File: config.mk
export PLATFORM = sky130hd
export DESIGN_NAME = sensor_response_crc_decoder_core
export DESIGN_NICKNAME = d
export VERILOG_FILES = /design/src/rtl/srcd_pkg.sv /design/src/rtl/srcd_front.sv /design/src/rtl/srcd_fifo.sv /design/src/rtl/srcd_back.sv /design/src/rtl/sensor_response_crc_decoder_core.sv
export VERILOG_INCLUDE_DIRS = /design/src /design/src/rtl
export SDC_FILE = /design/constraint.sdc
export NUM_CORES = 1
export LEC_CHECK = 0
export ABC_AREA = 1
export BUFFER_PORTS_ARGS = -buffer_cell sky130_fd_sc_hd__buf_2
export CAP_MARGIN = 20
export CORE_UTILIZATION = 28
export DETAILED_ROUTE_END_ITERATION = 8
export SETUP_SLACK_MARGIN = 0.5
export SYNTH_ARGS = -nofsm -noshare
export SYNTH_HDL_FRONTEND = slang
export SYNTH_SLANG_ARGS = --single-unit
export TNS_END_PERCENT = 10
File: constraint.sdc
create_clock -name i_clk -period 5.26 [get_ports i_clk]
set_input_delay 0 -clock i_clk [delete_from_list [all_inputs] [get_ports i_clk]]
set_output_delay 0 -clock i_clk [all_outputs]
set_load 0.05 [all_outputs]
File: src/rtl/sensor_response_crc_decoder_core_macros.svh
// Assertion macros for the decoder RTL; srcd_back.sv is the only file that uses them.
`ifndef SENSOR_RESPONSE_CRC_DECODER_CORE_MACROS_SVH
`define SENSOR_RESPONSE_CRC_DECODER_CORE_MACROS_SVH

`ifndef SYNTHESIS
`define SRCD_ASSERT_IMPLIES(lbl, clk, rst_n, ante, cons) \
    lbl: assert property (@(posedge clk) disable iff (!(rst_n)) (ante) |-> (cons)) \
        else $error("srcd assertion failed");
`define SRCD_ASSERT_NEXT(lbl, clk, rst_n, ante, cons) \
    lbl: assert property (@(posedge clk) disable iff (!(rst_n)) (ante) |=> (cons)) \
        else $error("srcd assertion failed");
`else
`define SRCD_ASSERT_IMPLIES(lbl, clk, rst_n, ante, cons)
`define SRCD_ASSERT_NEXT(lbl, clk, rst_n, ante, cons)
`endif

`endif

File: src/rtl/srcd_pkg.sv
// Shared types, constants and the CRC-8 update for the response decoder.
package srcd_pkg;

    localparam int WORDS_PER_FRAME = 3;
    localparam int WORD_IDX_W      = $clog2(WORDS_PER_FRAME);

    localparam logic [WORD_IDX_W-1:0] CO2_WORD  = WORD_IDX_W'(0);
    localparam logic [WORD_IDX_W-1:0] TEMP_WORD = WORD_IDX_W'(1);
    localparam logic [WORD_IDX_W-1:0] LAST_WORD = WORD_IDX_W'(WORDS_PER_FRAME - 1);

    localparam logic [7:0] CRC_INIT = 8'hFF;
    localparam logic [7:0] CRC_POLY = 8'h31;

    // Byte phase within one word
    localparam logic [1:0] PH_HIGH = 2'd0;
    localparam logic [1:0] PH_LOW  = 2'd1;
    localparam logic [1:0] PH_CRC  = 2'd2;

    // Configuration register indexes
    localparam logic REG_CO2_MIN = 1'b0;
    localparam logic REG_CO2_MAX = 1'b1;

    localparam logic [15:0] CO2_MIN_RESET = 16'd400;
    localparam logic [15:0] CO2_MAX_RESET = 16'd5000;

    localparam logic [14:0] TEMP_SCALE  = 15'd17500;
    localparam logic [13:0] HUM_SCALE   = 14'd10000;
    localparam logic [14:0] TEMP_OFFSET = 15'd4500;

    localparam int QUEUE_DEPTH = 2;
    localparam int QUEUE_PTR_W = $clog2(QUEUE_DEPTH);
    localparam int QUEUE_CNT_W = $clog2(QUEUE_DEPTH + 1);

    typedef struct packed {
        logic        err;
        logic [15:0] co2;
        logic [15:0] temp_raw;
        logic [15:0] hum_raw;
    } t_task;

    typedef struct packed {
        logic [15:0] co2_min;
        logic [15:0] co2_max;
    } t_window;

    function automatic logic [7:0] crc8_update(input logic [7:0] crc, input logic [7:0] b);
        logic [7:0] c;
        c = crc ^ b;
        for (int k = 0; k < 8; k++) begin
            c = c[7] ? ((c << 1) ^ CRC_POLY) : (c << 1);
        end
        return c;
    endfunction

endpackage

File: src/rtl/srcd_front.sv
// Byte parser: frame tracking, per-word CRC check and task generation.
module srcd_front import srcd_pkg::*; (
    input  logic       i_clk,
    input  logic       i_rst_n,
    input  logic       i_valid,
    output logic       o_ready,
    input  logic [7:0] i_byte,
    input  logic       i_start,
    input  logic       i_full,
    output logic       o_push,
    output t_task      o_task
);

    logic [1:0]            r_phase, n_phase;
    logic [WORD_IDX_W-1:0] r_word, n_word;
    logic                  r_skip, n_skip;
    logic [7:0]            r_crc, n_crc;
    logic [7:0]            r_hi, n_hi;
    logic [7:0]            r_lo, n_lo;
    logic [15:0]           r_co2, n_co2;
    logic [15:0]           r_temp, n_temp;

    logic                  accept;
    logic [1:0]            cur_phase;
    logic [WORD_IDX_W-1:0] cur_word;
    logic [15:0]           word_val;

    assign o_ready   = !i_full;
    assign accept    = i_valid && !i_full;
    assign cur_phase = i_start ? PH_HIGH : r_phase;
    assign cur_word  = i_start ? '0 : r_word;
    assign word_val  = {r_hi, r_lo};

    always_comb begin
        n_phase = r_phase;
        n_word  = r_word;
        n_skip  = r_skip;
        n_crc   = r_crc;
        n_hi    = r_hi;
        n_lo    = r_lo;
        n_co2   = r_co2;
        n_temp  = r_temp;
        o_push  = 1'b0;
        o_task  = '0;
        if (accept && (i_start || !r_skip)) begin
            n_skip  = 1'b0;
            n_phase = cur_phase;
            n_word  = cur_word;
            unique case (cur_phase)
                PH_HIGH: begin
                    n_crc   = crc8_update(CRC_INIT, i_byte);
                    n_hi    = i_byte;
                    n_phase = PH_LOW;
                end
                PH_LOW: begin
                    n_crc   = crc8_update(r_crc, i_byte);
                    n_lo    = i_byte;
                    n_phase = PH_CRC;
                end
                PH_CRC: begin
                    if (r_crc != i_byte) begin
                        // Report at once, then drop bytes until the next start
                        o_push     = 1'b1;
                        o_task.err = 1'b1;
                        n_skip     = 1'b1;
                        n_phase    = PH_HIGH;
                        n_word     = '0;
                    end else if (cur_word == LAST_WORD) begin
                        o_push          = 1'b1;
                        o_task.co2      = r_co2;
                        o_task.temp_raw = r_temp;
                        o_task.hum_raw  = word_val;
                        n_skip          = 1'b1;
                        n_phase         = PH_HIGH;
                        n_word          = '0;
                    end else begin
                        if (cur_word == CO2_WORD) begin
                            n_co2 = word_val;
                        end
                        if (cur_word == TEMP_WORD) begin
                            n_temp = word_val;
                        end
                        n_word  = cur_word + WORD_IDX_W'(1);
                        n_phase = PH_HIGH;
                    end
                end
                default: begin
                    n_phase = PH_HIGH;
                end
            endcase
        end
    end

    always_ff @(posedge i_clk) begin
        if (!i_rst_n) begin
            r_phase <= PH_HIGH;
            r_word  <= '0;
            r_skip  <= 1'b1;
        end else begin
            r_phase <= n_phase;
            r_word  <= n_word;
            r_skip  <= n_skip;
        end
    end

    always_ff @(posedge i_clk) begin
        r_crc  <= n_crc;
        r_hi   <= n_hi;
        r_lo   <= n_lo;
        r_co2  <= n_co2;
        r_temp <= n_temp;
    end

endmodule

File: src/rtl/srcd_fifo.sv
// Short task queue between the parser and the conversion pipeline.
module srcd_fifo import srcd_pkg::*; (
    input  logic  i_clk,
    input  logic  i_rst_n,
    input  logic  i_push,
    input  t_task i_task,
    output logic  o_full,
    input  logic  i_pop,
    output logic  o_nonempty,
    output t_task o_task
);

    t_task                  r_mem [QUEUE_DEPTH];
    logic [QUEUE_PTR_W-1:0] r_wr_ptr, r_rd_ptr;
    logic [QUEUE_CNT_W-1:0] r_count;
    logic                   do_push, do_pop;

    assign o_full     = (r_count == QUEUE_CNT_W'(QUEUE_DEPTH));
    assign o_nonempty = (r_count != '0);
    assign o_task     = r_mem[r_rd_ptr];
    assign do_push    = i_push && !o_full;
    assign do_pop     = i_pop && o_nonempty;

    always_ff @(posedge i_clk) begin
        if (!i_rst_n) begin
            r_wr_ptr <= '0;
            r_rd_ptr <= '0;
            r_count  <= '0;
        end else begin
            if (do_push) begin
                r_wr_ptr <= (r_wr_ptr == QUEUE_PTR_W'(QUEUE_DEPTH - 1)) ? '0
                                                                        : r_wr_ptr + 1'b1;
            end
            if (do_pop) begin
                r_rd_ptr <= (r_rd_ptr == QUEUE_PTR_W'(QUEUE_DEPTH - 1)) ? '0
                                                                        : r_rd_ptr + 1'b1;
            end
            if (do_push && !do_pop) begin
                r_count <= r_count + 1'b1;
            end else if (do_pop && !do_push) begin
                r_count <= r_count - 1'b1;
            end
        end
    end

    always_ff @(posedge i_clk) begin
        if (do_push) begin
            r_mem[r_wr_ptr] <= i_task;
        end
    end

endmodule

File: src/rtl/srcd_back.sv
// Conversion pipeline: scale multiply, divide by 65535, window check, output register.
`include "sensor_response_crc_decoder_core_macros.svh"
module srcd_back import srcd_pkg::*; (
    input  logic               i_clk,
    input  logic               i_rst_n,
    input  logic               i_task_valid,
    input  t_task              i_task,
    output logic               o_pop,
    input  t_window            i_window,
    output logic               o_valid,
    input  logic               i_ready,
    output logic [15:0]        o_co2,
    output logic signed [14:0] o_temp,
    output logic [13:0]        o_hum,
    output logic               o_reading_valid,
    output logic               o_err
);

    logic        r_a_valid;
    logic        r_a_err;
    logic [15:0] r_a_co2;
    logic [30:0] r_a_tmul;
    logic [29:0] r_a_hmul;
    logic        r_a_inwin;

    logic        r_out_valid;
    logic [15:0] r_out_co2;
    logic [14:0] r_out_temp;
    logic [13:0] r_out_hum;
    logic        r_out_rv;
    logic        r_out_err;

    logic        advance, a_load;
    logic [31:0] t_sum;
    logic [30:0] h_sum;
    logic [14:0] t_q;
    logic [13:0] h_q;

    assign advance = !r_out_valid || i_ready;
    assign a_load  = !r_a_valid || advance;
    assign o_pop   = i_task_valid && a_load;

    // floor(x / 65535) = (x + (x >> 16) + 1) >> 16 for x below 2^32
    assign t_sum = {1'b0, r_a_tmul} + 32'(r_a_tmul[30:16]) + 32'd1;
    assign h_sum = {1'b0, r_a_hmul} + 31'(r_a_hmul[29:16]) + 31'd1;
    assign t_q   = t_sum[30:16];
    assign h_q   = h_sum[29:16];

    always_ff @(posedge i_clk) begin
        if (!i_rst_n) begin
            r_a_valid   <= 1'b0;
            r_out_valid <= 1'b0;
        end else begin
            if (a_load) begin
                r_a_valid <= i_task_valid;
            end
            if (advance) begin
                r_out_valid <= r_a_valid;
            end
        end
    end

    always_ff @(posedge i_clk) begin
        if (o_pop) begin
            r_a_err   <= i_task.err;
            r_a_co2   <= i_task.co2;
            r_a_tmul  <= 31'(TEMP_SCALE) * 31'(i_task.temp_raw);
            r_a_hmul  <= 30'(HUM_SCALE) * 30'(i_task.hum_raw);
            r_a_inwin <= (i_task.co2 >= i_window.co2_min) && (i_task.co2 <= i_window.co2_max);
        end
        if (advance && r_a_valid) begin
            // Zero every data field of an error item; the error flag itself is kept
            r_out_err  <= r_a_err;
            r_out_co2  <= r_a_err ? '0 : r_a_co2;
            r_out_temp <= r_a_err ? '0 : (t_q - TEMP_OFFSET);
            r_out_hum  <= r_a_err ? '0 : h_q;
            r_out_rv   <= r_a_err ? 1'b0 : r_a_inwin;
        end
    end

    assign o_valid         = r_out_valid;
    assign o_co2           = r_out_co2;
    assign o_temp          = r_out_temp;
    assign o_hum           = r_out_hum;
    assign o_reading_valid = r_out_rv;
    assign o_err           = r_out_err;

    `SRCD_ASSERT_IMPLIES(a_err_fields_zero, i_clk, i_rst_n, r_out_valid && r_out_err, (r_out_co2 == '0) && (r_out_hum == '0) && (r_out_temp == '0) && !r_out_rv)
    `SRCD_ASSERT_NEXT(a_stage_holds, i_clk, i_rst_n, r_a_valid && !advance, r_a_valid && $stable(r_a_tmul))
    `SRCD_ASSERT_IMPLIES(a_no_pop_when_blocked, i_clk, i_rst_n, r_a_valid && !advance, !o_pop)

endmodule

File: src/rtl/sensor_response_crc_decoder_core.sv
// Top level of the CRC-checked sensor response decoder.
//
//  channel  | direction | handshake                      | content
//  s_axis   | in        | s_axis_tvalid / s_axis_tready  | tdata rx_byte, tuser frame_start
//  m_axis   | out       | m_axis_tvalid / m_axis_tready  | tdata reading, tuser crc_error
//  cfg      | in        | i_cfg_valid / o_cfg_ready      | i_cfg_index, i_cfg_data
//
// One byte is accepted per cycle while s_axis_tready is high; after its last byte a result
// passes the task queue, the scaling multiply stage and the divide and output register.
// i_rst_n is synchronous, active low: window registers reload 400 and 5000, queue
// and pipeline empty, and the parser waits for a frame start.
// s_axis_tready drops only when the two-entry task queue is full, which happens
// only while m_axis_tready is held low.
module sensor_response_crc_decoder_core import srcd_pkg::*; (
    input  logic        i_clk,
    input  logic        i_rst_n,
    input  logic        s_axis_tvalid,
    output logic        s_axis_tready,
    input  logic [7:0]  s_axis_tdata,   // [7:0] rx_byte
    input  logic        s_axis_tuser,   // [0] frame_start
    output logic        m_axis_tvalid,
    input  logic        m_axis_tready,
    output logic [47:0] m_axis_tdata,   // [15:0] co2_ppm, [30:16] temperature_centi_c,
                                        // [44:31] humidity_centi_pct, [45] reading_valid,
                                        // [47:46] zero
    output logic        m_axis_tuser,   // [0] crc_error
    input  logic        i_cfg_valid,
    output logic        o_cfg_ready,
    input  logic        i_cfg_index,
    input  logic [15:0] i_cfg_data
);

    t_window            r_window;
    logic               push, full, nonempty, pop;
    t_task              push_task, head_task;
    logic [15:0]        co2;
    logic signed [14:0] temp;
    logic [13:0]        hum;
    logic               reading_valid;

    assign o_cfg_ready = 1'b1;

    always_ff @(posedge i_clk) begin
        if (!i_rst_n) begin
            r_window.co2_min <= CO2_MIN_RESET;
            r_window.co2_max <= CO2_MAX_RESET;
        end else if (i_cfg_valid) begin
            unique case (i_cfg_index)
                REG_CO2_MIN: r_window.co2_min <= i_cfg_data;
                REG_CO2_MAX: r_window.co2_max <= i_cfg_data;
                default:     r_window         <= r_window;
            endcase
        end
    end

    srcd_front u_front (
        .i_clk   (i_clk),
        .i_rst_n (i_rst_n),
        .i_valid (s_axis_tvalid),
        .o_ready (s_axis_tready),
        .i_byte  (s_axis_tdata),
        .i_start (s_axis_tuser),
        .i_full  (full),
        .o_push  (push),
        .o_task  (push_task)
    );

    srcd_fifo u_fifo (
        .i_clk      (i_clk),
        .i_rst_n    (i_rst_n),
        .i_push     (push),
        .i_task     (push_task),
        .o_full     (full),
        .i_pop      (pop),
        .o_nonempty (nonempty),
        .o_task     (head_task)
    );

    srcd_back u_back (
        .i_clk           (i_clk),
        .i_rst_n         (i_rst_n),
        .i_task_valid    (nonempty),
        .i_task          (head_task),
        .o_pop           (pop),
        .i_window        (r_window),
        .o_valid         (m_axis_tvalid),
        .i_ready         (m_axis_tready),
        .o_co2           (co2),
        .o_temp          (temp),
        .o_hum           (hum),
        .o_reading_valid (reading_valid),
        .o_err           (m_axis_tuser)
    );

    assign m_axis_tdata = {2'b00, reading_valid, hum, temp, co2};

endmodule

==> impl_metrics.toml <==
[critical_path]
cp_max_fo = 4
worst-setup-path-type = "reg -> reg"
critical_path_required_ps = 5630
cp-end-kind = "flip-flop"
endpoint = "u_back.r_a_tmul[20]$_DFFE_PP_"
r2r_setup_slack_ps = 570
r2r_cells = 19
cp.arrival_ps = 5050
r2r-end = "u_back.r_a_tmul[20]$_DFFE_PP_"
cp-start-kind = "flip-flop"

[routing]
highest_layer = "met4"
vias = 14500
drc = 23
drtIter0Drc = 683
wl_met3_um = 1590
first_pass_iters = 7
wire_per_inst_um = 13.6
ant_nets = 0
route.met2.wl_um = 20900
drt-met1-wl_um = 21700
via_per_inst = 4.37
drt_wl_total_um = 45000

[sta]
worst_slew_pin_slew_ps = 981
period_needed_ps = 4690
clock_skew_ps = 18.9
max_freq_mhz = 213
setup_viol = 0
max-slew-margin-rel_pct = 34.6
maxSlewViolCount = 0
hold_violations = 0
fin_crit_sh_pct = 89.1
rsz0062_at_grt = "true"
tns_ps = 0

[floorplanning]
fp.dieW_um = 274
start_util_pct = 28.3
io_pins = 83
core_area_um2 = 73100
die_area_um2 = 75000
rows = 99
die_h_um = 274

[yosys]
syn_area_um2 = 20700
synthCells = 2136
ys_warn_count = 0
synthArstFlopShare_pct = 0
synth-seq-area-share_pct = 44.0
avgSynthCellArea_um2 = 9.68
ys_ff_latch = 318
synth.distinct_cells = 53
synth-edff-count = 274
synth_ff_type = "edfxtp_1"

[flow_run]
cap_violations = 0

[place]
dp_hpwl_um = 34200
place_congestion = 0.884
portBuffers = 79

[run_status]
status = "finished, violations left"
violations = "DRC"

[clocking]
numCtsBuffers = 36
clock-sinks = 318
h-tree-depth = 2
clk_path_buf_depth = 3
cts-root-buf = "clkbuf_16"
clk_latency_ps = 540
path_clk_slew_ps = 60
cts_tree = "yes"

[grt]
grt_max_degree = 53
antenna_found_initial = 1
gr-usage-all-layers_pct = 11.8
grt_pass1_vias = 14100
overflow = 0
grt_pass1_wl_um = 71400

[final_layout]
syn2layout_area_growth_pct = 21.1
fillers = 7391
multi_input_area_um2 = 10700
nNetsFinal = 2663
layout-drive-gt1-share_pct = 17.6
layout.area.seq_um2 = 9110

[hold_path]
hold_class = "in -> reg"
[logic make-up after synthesis]
kind of cell               count (synthesis)  share of synthesized area [%]
xor gates and xnor gates                  72                           3.05
DFF                                      318                           44.0
buffers and inverters                    440                           8.07
and+or+nand+nor                          700                           14.7
AOI/OAI and AO/OA                        268                           7.13
adders and majority gates                305                           21.4
muxes                                     31                           1.68
other                                      2                         0.0363
[through the flow]
stage          util [%]  hold slack (ps)  cells  cell area (um2)  worst slack (ps)
6_report           34.3             28.9   3315            25100               573
3_3_place_gp       30.8              241   3181            22500              60.2
4_1_cts            33.0             3.01   3290            24100               449
3_5_place_dp       30.8              252   3181            22500              24.1
5_1_grt            34.3             35.1   3315            25100               408
2_1_floorplan         -             98.9   2137            20700               405
[area by class of cell]
class                   count  share of cell area [%]
multi-input cells        1379                    42.8
flip-flops and latches    318                    36.4
inverters                 405                    6.09
repair buffers            187                    5.62
well taps                 959                    4.79
clock buffers              43                    3.78
clock inverters            23                   0.524
diodes                      1                 0.00999
[cells in the mapped netlist (4+ instances only)]
cell / instances / area share [%]
o21ai_1: 6 / 0.15
nand2_1: 367 / 6.7
inv_2: 13 / 0.24
ha_1: 225 / 14
nand3b_1: 4 / 0.15
clkbuf_1: 27 / 0.49
o221ai_1: 4 / 0.17
xor2_1: 38 / 1.6
mux2_2: 29 / 1.6
nor3_1: 11 / 0.27
o211ai_1: 14 / 0.51
a21oi_1: 128 / 3.1
nor2_1: 180 / 3.3
edfxtp_1: 274 / 40
nand2_2: 18 / 0.54
dfxtp_1: 44 / 4.3
a211oi_1: 4 / 0.15
nand3_1: 55 / 1.3
nor2_4: 6 / 0.33
nand4_1: 19 / 0.57
fa_1: 80 / 7.7
buf_4: 4 / 0.15
xnor2_1: 34 / 1.4
nand3_2: 4 / 0.19
nor2_2: 9 / 0.27
o21a_1: 4 / 0.15
a31oi_1: 5 / 0.15
nor4_1: 9 / 0.27
inv_1: 389 / 7.1
nand2_4: 8 / 0.44
o21ai_0: 85 / 2.1
[cell usage in the layout, fill, tap and decap left out, drive strengths merged, types with 2 or more instances in the layout]
cell type      n
fa            80
or2            3
nand2        393
conb           3
mux2i          2
o21bai         3
xnor2         34
inv          406
o21a           4
edfxtp       274
buf          149
clkinv        21
a211oi         4
and3           2
nor4           9
a21boi         4
nand3b         4
a221oi         3
a21o           3
dfxtp         44
o21ai         92
nor3          12
mux2          29
dlygate4sd3   36
ha           225
and2           3
o31ai          2
o221ai         4
a31oi          5
nand4         19
nor2         195
nand3         59
xor2          38
o211ai        14
a21oi        129
clkbuf        45
[registers in the layout, indices dropped and copies added (netlist names), 2 cells and up, named ones only]
register         count
u_back.r_a_co2      16
u_front.r_crc        8
u_front.r_word       2
u_fifo.r_count       2
r_window            32
u_fifo.r_mem        98
u_front.r_lo         8
u_back.o_temp       15
u_back.r_a_hmul     26
u_back.r_a_tmul     29
u_back.o_hum        14
u_front.r_co2       16
u_back.o_co2        16
u_front.r_temp      16
u_front.r_phase      2
u_front.r_hi         8
[critical path, cell delays in order, from the launching register on]
cell and delay, ps:
dfxtp_4 390, buf_12 130, buf_6 120, mux2_4 330, ha_1 300, fa_1 550
ha_4 210, fa_1 470, inv_1 50, fa_1 520, inv_1 60, ha_4 280
nand2_1 90, o21ai_2 170, a21oi_2 70, o21ai_2 190, nand3_1 110, o211ai_1 120
buf_4 150, xor2_1 180
[metal layers]
| metal | vias up | GRT usage, % |
|---|---|---|
| met5 | - | 0 |
| met4 | 0 | 3.23 |
| met3 | 49 | 1.60 |
| met2 | 217 | 19.7 |
| met1 | 6790 | 16.0 |
| li1 | 7424 | - |
[how the worst min path moves through the flow]
stage | from | endpoint | slack, ps | cells after the start
after floorplan | s_axis_tdata[0] | u_front.r_hi[0]$_DFFE_PP_ | 100 | 0
after global placement | i_cfg_data[9] | r_window[9]$_SDFFE_PN1P_ | 240 | 3
after detailed placement | i_cfg_data[9] | r_window[9]$_SDFFE_PN1P_ | 250 | 3
after CTS | i_rst_n | r_window[9]$_SDFFE_PN1P_ | 3 | 2
after global routing | i_rst_n | r_window[0]$_SDFFE_PN0P_ | 40 | 3
final | i_rst_n | r_window[9]$_SDFFE_PN1P_ | 30 | 2
[repair_timing]
| action | in CTS | in global routing |
|---|---|---|
| pin swaps | 3 | 47 |
| endpoints found under the setup margin | 29 | 25 |
| resized for setup | 44 | 133 |
| endpoints found under the hold margin | 55 | 0 |
| cloned | 0 | 3 |
| hold buffers | 36 | 0 |
| buffers inserted | 7 | 21 |
Power is not shown: default switching activity piles up to over one toggle a cycle in this logic, so the estimate is an artifact.
